**config.mk**
```make
export PLATFORM = sky130hd
export DESIGN_NAME = uri_target_span_parser_unit
export DESIGN_NICKNAME = d
export VERILOG_FILES = /design/src/rtl/uts_pkg.sv /design/src/rtl/uts_in_reg.sv /design/src/rtl/uts_parse_core.sv /design/src/rtl/uts_out_reg.sv /design/src/rtl/uri_target_span_parser_unit.sv
export SDC_FILE = /design/constraint.sdc
export NUM_CORES = 1
export LEC_CHECK = 0
export ABC_AREA = 1
export BUFFER_PORTS_ARGS = -buffer_cell sky130_fd_sc_hd__buf_2
export CORE_UTILIZATION = 45
export DETAILED_ROUTE_END_ITERATION = 10
export GPL_TIMING_DRIVEN = 0
export PLACE_DENSITY_LB_ADDON = 0.1
export SLEW_MARGIN = 20
export SYNTH_ARGS = -nofsm -noshare
export SYNTH_HDL_FRONTEND = slang
export SYNTH_SLANG_ARGS = --single-unit
```
**constraint.sdc**
```tcl
create_clock -name clk -period 11.8 [get_ports clk]
set_input_delay 0.59 -clock clk [delete_from_list [all_inputs] [get_ports clk]]
set_output_delay 0.59 -clock clk [all_outputs]
set_load 0.02 [all_outputs]
```
**src/rtl/uts_pkg.sv**
```systemverilog
// ============================================================================
// uts_pkg
// Shared types, constants and character-class functions for the
// request-target span parser.
// ============================================================================
package uts_pkg;

    localparam int OFFSET_BITS = 16;
    localparam int OUT_BITS    = 16;
    localparam int SPAN_COUNT  = 3;

    localparam logic       KIND_BYTE    = 1'b0;
    localparam logic       KIND_RESTART = 1'b1;

    localparam logic [1:0] SEC_PATH  = 2'd0;
    localparam logic [1:0] SEC_QUERY = 2'd1;
    localparam logic [1:0] SEC_FRAG  = 2'd2;
    localparam logic [1:0] SEC_PCT   = 2'd3;

    localparam logic [1:0] ST_RUNNING  = 2'd0;
    localparam logic [1:0] ST_COMPLETE = 2'd1;
    localparam logic [1:0] ST_ERROR    = 2'd2;

    localparam logic [7:0] CH_QUESTION = 8'h3F;
    localparam logic [7:0] CH_HASH     = 8'h23;
    localparam logic [7:0] CH_PERCENT  = 8'h25;
    localparam logic [7:0] CH_TILDE    = 8'h7E;
    localparam logic [7:0] CH_AT       = 8'h40;
    localparam logic [7:0] CH_SLASH    = 8'h2F;

    localparam int RESULT_BITS = 2 + 2 + 7 * OUT_BITS;
    localparam int TDATA_BITS  = ((RESULT_BITS + 7) / 8) * 8;

    typedef logic [OFFSET_BITS-1:0] offset_t;

    typedef struct packed {
        logic       kind;
        logic [7:0] byte_value;
    } item_t;

    typedef struct packed {
        logic [OUT_BITS-1:0] fragment_len;
        logic [OUT_BITS-1:0] fragment_start;
        logic [OUT_BITS-1:0] query_len;
        logic [OUT_BITS-1:0] query_start;
        logic [OUT_BITS-1:0] path_len;
        logic [OUT_BITS-1:0] path_start;
        logic [OUT_BITS-1:0] offset;
        logic [1:0]          section;
        logic [1:0]          status;
    } result_t;

    function automatic logic is_hex(input logic [7:0] c);
        return (c >= 8'h30 && c <= 8'h39) || (c >= 8'h61 && c <= 8'h66) ||
               (c >= 8'h41 && c <= 8'h46);
    endfunction

    function automatic logic is_ws(input logic [7:0] c);
        return c == 8'h20 || (c >= 8'h09 && c <= 8'h0D);
    endfunction

    function automatic logic is_plain(input logic [7:0] c);
        logic alnum;
        logic mark;
        alnum = (c >= 8'h30 && c <= 8'h39) || (c >= 8'h61 && c <= 8'h7A) ||
                (c >= 8'h41 && c <= 8'h5A);
        mark  = c == 8'h2D || c == 8'h2E || c == 8'h5F || c == CH_TILDE ||
                c == 8'h21 || c == 8'h24 || (c >= 8'h26 && c <= 8'h2C) ||
                c == 8'h3B || c == 8'h3D || c == 8'h3A || c == CH_AT ||
                c == CH_SLASH || c == CH_QUESTION;
        return alnum || mark;
    endfunction

    function automatic logic [OUT_BITS-1:0] to_out(input offset_t v);
        return OUT_BITS'(v);
    endfunction

endpackage

```
**src/rtl/uts_in_reg.sv**
```systemverilog
// ============================================================================
// uts_in_reg
// Input register: captures one beat from the slave side and holds it until
// the parse core takes it.
// ============================================================================
module uts_in_reg
    import uts_pkg::*;
(
    input  logic  clk,
    input  logic  rst_n,
    input  logic  in_valid,
    output logic  in_ready,
    input  item_t in_item,
    output logic  item_valid,
    output item_t item,
    input  logic  item_take
);

    logic  valid_reg;
    logic  valid_next;
    item_t item_reg;

    assign in_ready   = !valid_reg || item_take;
    assign valid_next = (in_valid && in_ready) || (valid_reg && !item_take);
    assign item_valid = valid_reg;
    assign item       = item_reg;

    always_ff @(posedge clk or negedge rst_n)
    begin
        if (!rst_n)
        begin
            valid_reg <= 1'b0;
        end
        else
        begin
            valid_reg <= valid_next;
        end
    end

    always_ff @(posedge clk)
    begin
        if (in_valid && in_ready)
        begin
            item_reg <= in_item;
        end
    end

endmodule

```
**src/rtl/uts_parse_core.sv**
```systemverilog
// ============================================================================
// uts_parse_core
// Parser state and per-byte update: character-class check, section moves,
// percent-escape tracking and span bookkeeping.
// ============================================================================
module uts_parse_core
    import uts_pkg::*;
(
    input  logic          clk,
    input  logic          rst_n,
    input  logic [15:0]   start_offset,
    input  logic          take,
    input  item_t         item,
    output result_t       result
);

    logic [2:0] section_reg;
    logic [2:0] section_next;
    logic [1:0] esc_ret_reg;
    logic [1:0] esc_ret_next;
    logic [1:0] hex_reg;
    logic [1:0] hex_next;
    logic       done_reg;
    logic       done_next;
    offset_t    cursor_reg;
    offset_t    cursor_next;
    offset_t    starts_reg [SPAN_COUNT];
    offset_t    starts_next [SPAN_COUNT];
    offset_t    lens_reg [SPAN_COUNT];
    offset_t    lens_next [SPAN_COUNT];

    always_comb
    begin
        logic [7:0] c;
        logic [1:0] sec;
        offset_t    base;
        offset_t    step;
        c    = item.byte_value;
        sec  = section_reg[1:0];
        base = offset_t'(start_offset);
        step = cursor_reg + offset_t'(1);

        section_next = section_reg;
        esc_ret_next = esc_ret_reg;
        hex_next     = hex_reg;
        done_next    = done_reg;
        cursor_next  = cursor_reg;
        starts_next  = starts_reg;
        lens_next    = lens_reg;

        if (item.kind == KIND_RESTART)
        begin
            section_next   = {1'b0, SEC_PATH};
            esc_ret_next   = SEC_PATH;
            hex_next       = 2'd0;
            done_next      = 1'b0;
            cursor_next    = base;
            starts_next[0] = base;
            starts_next[1] = '0;
            starts_next[2] = '0;
            lens_next[0]   = '0;
            lens_next[1]   = '0;
            lens_next[2]   = '0;
        end
        else if (!done_reg && !section_reg[2])
        begin
            if (sec == SEC_PCT)
            begin
                if (!is_hex(c))
                begin
                    section_next = {1'b1, SEC_PCT};
                end
                else
                begin
                    hex_next    = hex_reg + 2'd1;
                    cursor_next = step;
                    if (hex_reg + 2'd1 >= 2'd2)
                    begin
                        section_next = {1'b0, esc_ret_reg};
                    end
                end
            end
            else if (c == CH_QUESTION && sec == SEC_PATH)
            begin
                lens_next[0]   = cursor_reg - starts_reg[0];
                cursor_next    = step;
                starts_next[1] = step;
                lens_next[1]   = '0;
                section_next   = {1'b0, SEC_QUERY};
            end
            else if (c == CH_HASH && sec != SEC_FRAG)
            begin
                lens_next[sec] = cursor_reg - starts_reg[sec];
                cursor_next    = step;
                starts_next[2] = step;
                lens_next[2]   = '0;
                section_next   = {1'b0, SEC_FRAG};
            end
            else if (c == CH_PERCENT)
            begin
                esc_ret_next = sec;
                hex_next     = 2'd0;
                cursor_next  = step;
                section_next = {1'b0, SEC_PCT};
            end
            else if (is_ws(c))
            begin
                lens_next[sec] = cursor_reg - starts_reg[sec];
                done_next      = 1'b1;
            end
            else if (is_plain(c))
            begin
                cursor_next = step;
            end
            else
            begin
                section_next = {1'b1, sec};
            end
        end
    end

    always_comb
    begin
        if (section_next[2])
        begin
            result.status = ST_ERROR;
        end
        else if (done_next)
        begin
            result.status = ST_COMPLETE;
        end
        else
        begin
            result.status = ST_RUNNING;
        end
        result.section        = section_next[1:0];
        result.offset         = to_out(cursor_next);
        result.path_start     = to_out(starts_next[0]);
        result.path_len       = to_out(lens_next[0]);
        result.query_start    = to_out(starts_next[1]);
        result.query_len      = to_out(lens_next[1]);
        result.fragment_start = to_out(starts_next[2]);
        result.fragment_len   = to_out(lens_next[2]);
    end

    always_ff @(posedge clk or negedge rst_n)
    begin
        if (!rst_n)
        begin
            section_reg <= {1'b0, SEC_PATH};
            esc_ret_reg <= SEC_PATH;
            hex_reg     <= 2'd0;
            done_reg    <= 1'b0;
            cursor_reg  <= '0;
            starts_reg  <= '{default: '0};
            lens_reg    <= '{default: '0};
        end
        else if (take)
        begin
            section_reg <= section_next;
            esc_ret_reg <= esc_ret_next;
            hex_reg     <= hex_next;
            done_reg    <= done_next;
            cursor_reg  <= cursor_next;
            starts_reg  <= starts_next;
            lens_reg    <= lens_next;
        end
    end

endmodule

```
**src/rtl/uts_out_reg.sv**
```systemverilog
// ============================================================================
// uts_out_reg
// Result register: holds one result beat for the master side and frees
// itself as the beat is taken.
// ============================================================================
module uts_out_reg
    import uts_pkg::*;
(
    input  logic                  clk,
    input  logic                  rst_n,
    input  logic                  load,
    input  result_t               result,
    output logic                  load_ready,
    output logic                  out_valid,
    input  logic                  out_ready,
    output logic [TDATA_BITS-1:0] out_data
);

    logic    valid_reg;
    logic    valid_next;
    result_t result_reg;

    assign load_ready = !valid_reg || out_ready;
    assign valid_next = load || (valid_reg && !out_ready);
    assign out_valid  = valid_reg;
    assign out_data   = TDATA_BITS'(result_reg);

    always_ff @(posedge clk or negedge rst_n)
    begin
        if (!rst_n)
        begin
            valid_reg <= 1'b0;
        end
        else
        begin
            valid_reg <= valid_next;
        end
    end

    always_ff @(posedge clk)
    begin
        if (load)
        begin
            result_reg <= result;
        end
    end

endmodule

```
**src/rtl/uri_target_span_parser_unit.sv**
```systemverilog
// ============================================================================
// uri_target_span_parser_unit
// Streaming parser for the path, query and fragment spans of a request target.
// ============================================================================
// One input beat gives one result beat. A beat passes an input register, a
// combinational class check and state update, and a result register; a new
// beat is accepted every cycle while the master side keeps taking results.
// start_offset takes effect at the next restart beat; reset clears it to zero.
module uri_target_span_parser_unit
    import uts_pkg::*;
(
    input  logic                  clk,
    input  logic                  rst_n,
    input  logic                  cfg_we,
    input  logic [15:0]           cfg_wdata,      // start_offset
    input  logic                  s_axis_tvalid,
    output logic                  s_axis_tready,
    input  logic [7:0]            s_axis_tdata,   // byte_value
    input  logic                  s_axis_tuser,   // kind
    output logic                  m_axis_tvalid,
    input  logic                  m_axis_tready,
    // status, section, offset, path_start, path_len, query_start,
    // query_len, fragment_start, fragment_len, zero pad
    output logic [TDATA_BITS-1:0] m_axis_tdata
);

    logic [15:0] start_offset_reg;
    item_t       in_item;
    item_t       item;
    logic        item_valid;
    logic        load_ready;
    logic        take;
    result_t     result;

    assign in_item.kind       = s_axis_tuser;
    assign in_item.byte_value = s_axis_tdata;
    assign take               = item_valid && load_ready;

    always_ff @(posedge clk or negedge rst_n)
    begin
        if (!rst_n)
        begin
            start_offset_reg <= 16'd0;
        end
        else if (cfg_we)
        begin
            start_offset_reg <= cfg_wdata;
        end
    end

    uts_in_reg u_in_reg (
        .clk        (clk),
        .rst_n      (rst_n),
        .in_valid   (s_axis_tvalid),
        .in_ready   (s_axis_tready),
        .in_item    (in_item),
        .item_valid (item_valid),
        .item       (item),
        .item_take  (take)
    );

    uts_parse_core u_core (
        .clk          (clk),
        .rst_n        (rst_n),
        .start_offset (start_offset_reg),
        .take         (take),
        .item         (item),
        .result       (result)
    );

    uts_out_reg u_out_reg (
        .clk        (clk),
        .rst_n      (rst_n),
        .load       (take),
        .result     (result),
        .load_ready (load_ready),
        .out_valid  (m_axis_tvalid),
        .out_ready  (m_axis_tready),
        .out_data   (m_axis_tdata)
    );

endmodule
```
==> impl_metrics.tcl <==
set metrics [dict create \
    port_buffers 146 \
    root_buffer "clkbuf_16" \
    rows 65 \
    slew_violations 0 \
    grtUsageTotal_pct 29.5 \
    dpl_cell_area_um2 15800 \
    hp-start "s_axis_tdata[6]" \
    synth_cells 1766 \
    r2r-start "u_core.section_reg[0]" \
    start_util_pct 45.8 \
    synth_edf_count 125 \
    postCtsSetupRepairBufs 0 \
    worstSetupEndpointType "flop" \
    status "finished, final reports clean" \
    hold_path.class "input pin to flop" \
    synth_area_per_cell_um2 8.19 \
    cts.sinks 263 \
    r2r_cells 18 \
    clk_latency_ns 0.56 \
    grt_max_degree 72 \
    max_freq_ghz 0.224 \
    setup_viol 0 \
    area_growth_pct 16.5 \
    ys_async_sr_fraction_pct 52.5 \
    p_seq_share_pct 33.6 \
    largest_reg_flops 116 \
    ys_seq_elements 263 \
    drt_iter0_drc 1341 \
    vias 13200 \
    cp_data_arrival_time_ns 4.85 \
    hold_violations 0 \
    fin_worst_skew_ns 0.0227 \
    cp.required_ns 12.19 \
    grt_pass1_vias 12600 \
    die_w_um 181 \
    nFillCells 3048 \
    ant_nets 0 \
    vias_per_cell 5.57 \
    swShare_pct 40.6 \
    hpwl_um 36200 \
    h-tree-depth 1 \
    routed_wl_um 48000 \
    die_area_um2 32900 \
    wire_per_inst_um 20.2 \
    ys_warn_count 0 \
    drc 0 \
    worstHoldPathCells 1 \
    coreArea_um2 31600 \
    final_cell_area_um2 16800 \
    finalWeightedCongestion 0.963 \
    critPathMaxFanout 10 \
    period_share_pct 37.8 \
    ios 152 \
    regArea_um2 7210 \
    ys_seq_area_share_pct 49.8 \
    start_kind "flop" \
    fin_cells 2373 \
    min_period_ns 4.46 \
    drive_above_1_share_pct 14.9 \
    cts_resized 0 \
    rsz0062_at_grt "false" \
    cts_tree "yes" \
    firstDrtPassIters 8 \
    syn_area_um2 14500 \
    cellLeakagePower_nw 7.78 \
    antenna_found_initial 0 \
    cts_buffer_depth 3 \
    p_sw_mw 1.39 \
    numCtsBuffers 28 \
    tns_ns 0 \
    multiInputGateArea_um2 6210 \
    max_cap_viol_count 0 \
    grt_pass1_wl_um 73500 \
    clk_pin_slew_ns 0.06 \
    internal_power_mw 2.03 \
    pwr-share-clk_pct 28.7 \
    antenna_cells 0 \
    critical_path_class "flop to flop" \
    die_h_um 181 \
    combPwrFrac_pct 37.7 \
    crit_start "u_core.section_reg[0]" \
    dpl.cell_count 2320 \
    overflow 0 \
    maxSlewHeadroom_pct 38.1 \
    worstMarginPinSlew_ns 0.929 \
    synth_ff_type "dfrtp_1" \
    synth_cell_types 50 \
    nets 2012 \
    irDropWorstVdd_mv 0.119 \
    p_per_area_nw_per_um2 203 \
]
==> layout make-up <==
| cell class | instances | share of cell area, % |
|---|---|---|
| Inverter | 186 | 4.21 |
| Timing Repair Buffer | 150 | 4.95 |
| Clock buffer | 36 | 4.70 |
| Tap cell | 402 | 2.99 |
| Multi-Input combinational cell | 1245 | 36.9 |
| Clock inverter | 16 | 1.43 |
| Sequential cell | 263 | 42.8 |
| Buffer | 75 | 2.06 |
==> cell usage after synthesis (2+ instances only) <==
library cell	n	area share [%]
nand2_1	541	14
inv_1	169	4.4
o21ai_0	163	5.6
a21oi_1	139	4.8
dfrtp_1	138	24
edfxtp_1	125	26
nand3_1	93	3.2
nor2_1	80	2.1
clkbuf_1	42	1.1
ha_1	31	2.7
o22ai_1	30	1.3
mux2_2	16	1.2
o211ai_1	16	0.83
nand4_1	14	0.61
xor2_1	13	0.79
buf_1	12	0.31
nand2_2	12	0.52
xnor2_1	12	0.73
buf_2	11	0.38
inv_2	11	0.29
o21ai_1	11	0.38
nor3_1	9	0.31
buf_4	7	0.36
nor2_2	7	0.30
nor2_4	7	0.55
a21o_1	5	0.26
a21oi_2	5	0.30
a21boi_0	4	0.21
a31oi_1	4	0.17
o21bai_1	4	0.21
or2_2	4	0.17
buf_6	3	0.23
nand3_2	3	0.21
nand3b_1	3	0.16
clkinv_1	2	0.052
fa_1	2	0.28
inv_4	2	0.086
nor4_1	2	0.086
o21ai_2	2	0.12
o31ai_1	2	0.10
==> kinds of logic (layout without fill, tap and decap cells) <==
| family | after synthesis | in the layout | share of synthesized area (%) |
|---|---|---|---|
| AND/OR/NAND/NOR | 778 | 778 | 22.5 |
| other | 1 | 4 | 0.0259 |
| adder cells (fa/ha/maj) | 33 | 33 | 2.96 |
| XOR/XNOR | 25 | 25 | 1.51 |
| buffers and inverters | 261 | 463 | 7.28 |
| AO/OA/AOI/OAI | 389 | 389 | 14.6 |
| multiplexers | 16 | 16 | 1.25 |
| flip-flops | 263 | 263 | 49.8 |
==> worst paths after layout <==
check | to | slack, ns
setup / recovery | u_core.lens_reg[23] | 7.34
hold / removal | u_in_reg.item[6] | 0.22
setup reg to reg | u_core.lens_reg[23] | 7.34
hold reg to reg | u_core.lens_reg[10] | 0.48
max in group asynchronous | u_core.lens_reg[8] | 10.41
min in group asynchronous | start_offset_reg[7] | 0.58
==> power by group through the flow <==
stage	Sequential [mW]	Combinational, mW	Clock, mW
floorplan	1.19	0.755	0
global placement	1.17	1.25	0
detailed placement	1.16	1.25	0
CTS	1.14	1.26	0.996
global route	1.15	1.39	1.03
finish	1.15	1.29	0.981
==> per-layer routing <==
layer | wire [µm] | global-route usage, % | up-vias | share of wire (%)
li1 | - | - | 6237 | -
met1 | 21500 | 42.3 | 6357 | 45
met2 | 21300 | 46.6 | 539 | 45
met3 | 3890 | 4.09 | 81 | 8.1
met4 | 1260 | 8.07 | 0 | 2.6
met5 | 0 | 0 | - | 0
==> stage by stage <==
step	power (mW)	utilization [%]	hold WS, ns	setup WS (ns)
6_report	3.41	53.4	0.218	7.34
5_1_grt	3.58	53.4	0.208	7.05
4_1_cts	3.40	53.4	0.199	7.38
3_5_place_dp	2.41	50.1	0.466	7.40
3_3_place_gp	2.41	49.8	0.456	4.85
2_1_floorplan	1.94	-	0.294	6.76
==> critical path, stage by stage (launching register included) <==
cell and delay (ns):
dfrtp_1 0.54, inv_1 0.16, nor2_2 0.46, inv_1 0.12, clkbuf_1 0.30, clkbuf_1 0.32, o22ai_1 0.17, a21oi_1 0.08
ha_1 0.36, a21oi_1 0.25, o21ai_0 0.17, inv_1 0.08, nand2_1 0.09, xnor2_1 0.64, nor2_1 0.07, o21ai_0 0.18
a21oi_1 0.14, nand2_1 0.08, o21ai_0 0.08
==> layout by cell type (no fill, tap or decap), types with 12 or more instances in the layout <==
master,n
edfxtp_1,125
inv_1,169
dfrtp_1,138
buf_2,156
xor2_1,13
xnor2_1,12
nand2_1,541
mux2_2,16
o211ai_1,16
buf_1,12
ha_1,31
nand3_1,93
o21ai_0,163
nor2_1,80
nand4_1,14
nand2_2,12
a21oi_1,139
clkbuf_1,44
o22ai_1,30
clkbuf_16,29
==> what timing repair did <==
item,CTS,global route
hold buffers,1,0
setup endpoints to repair,0,0
endpoints found under the hold margin,1,0
Note: power is estimated with default switching activity, not from simulation.
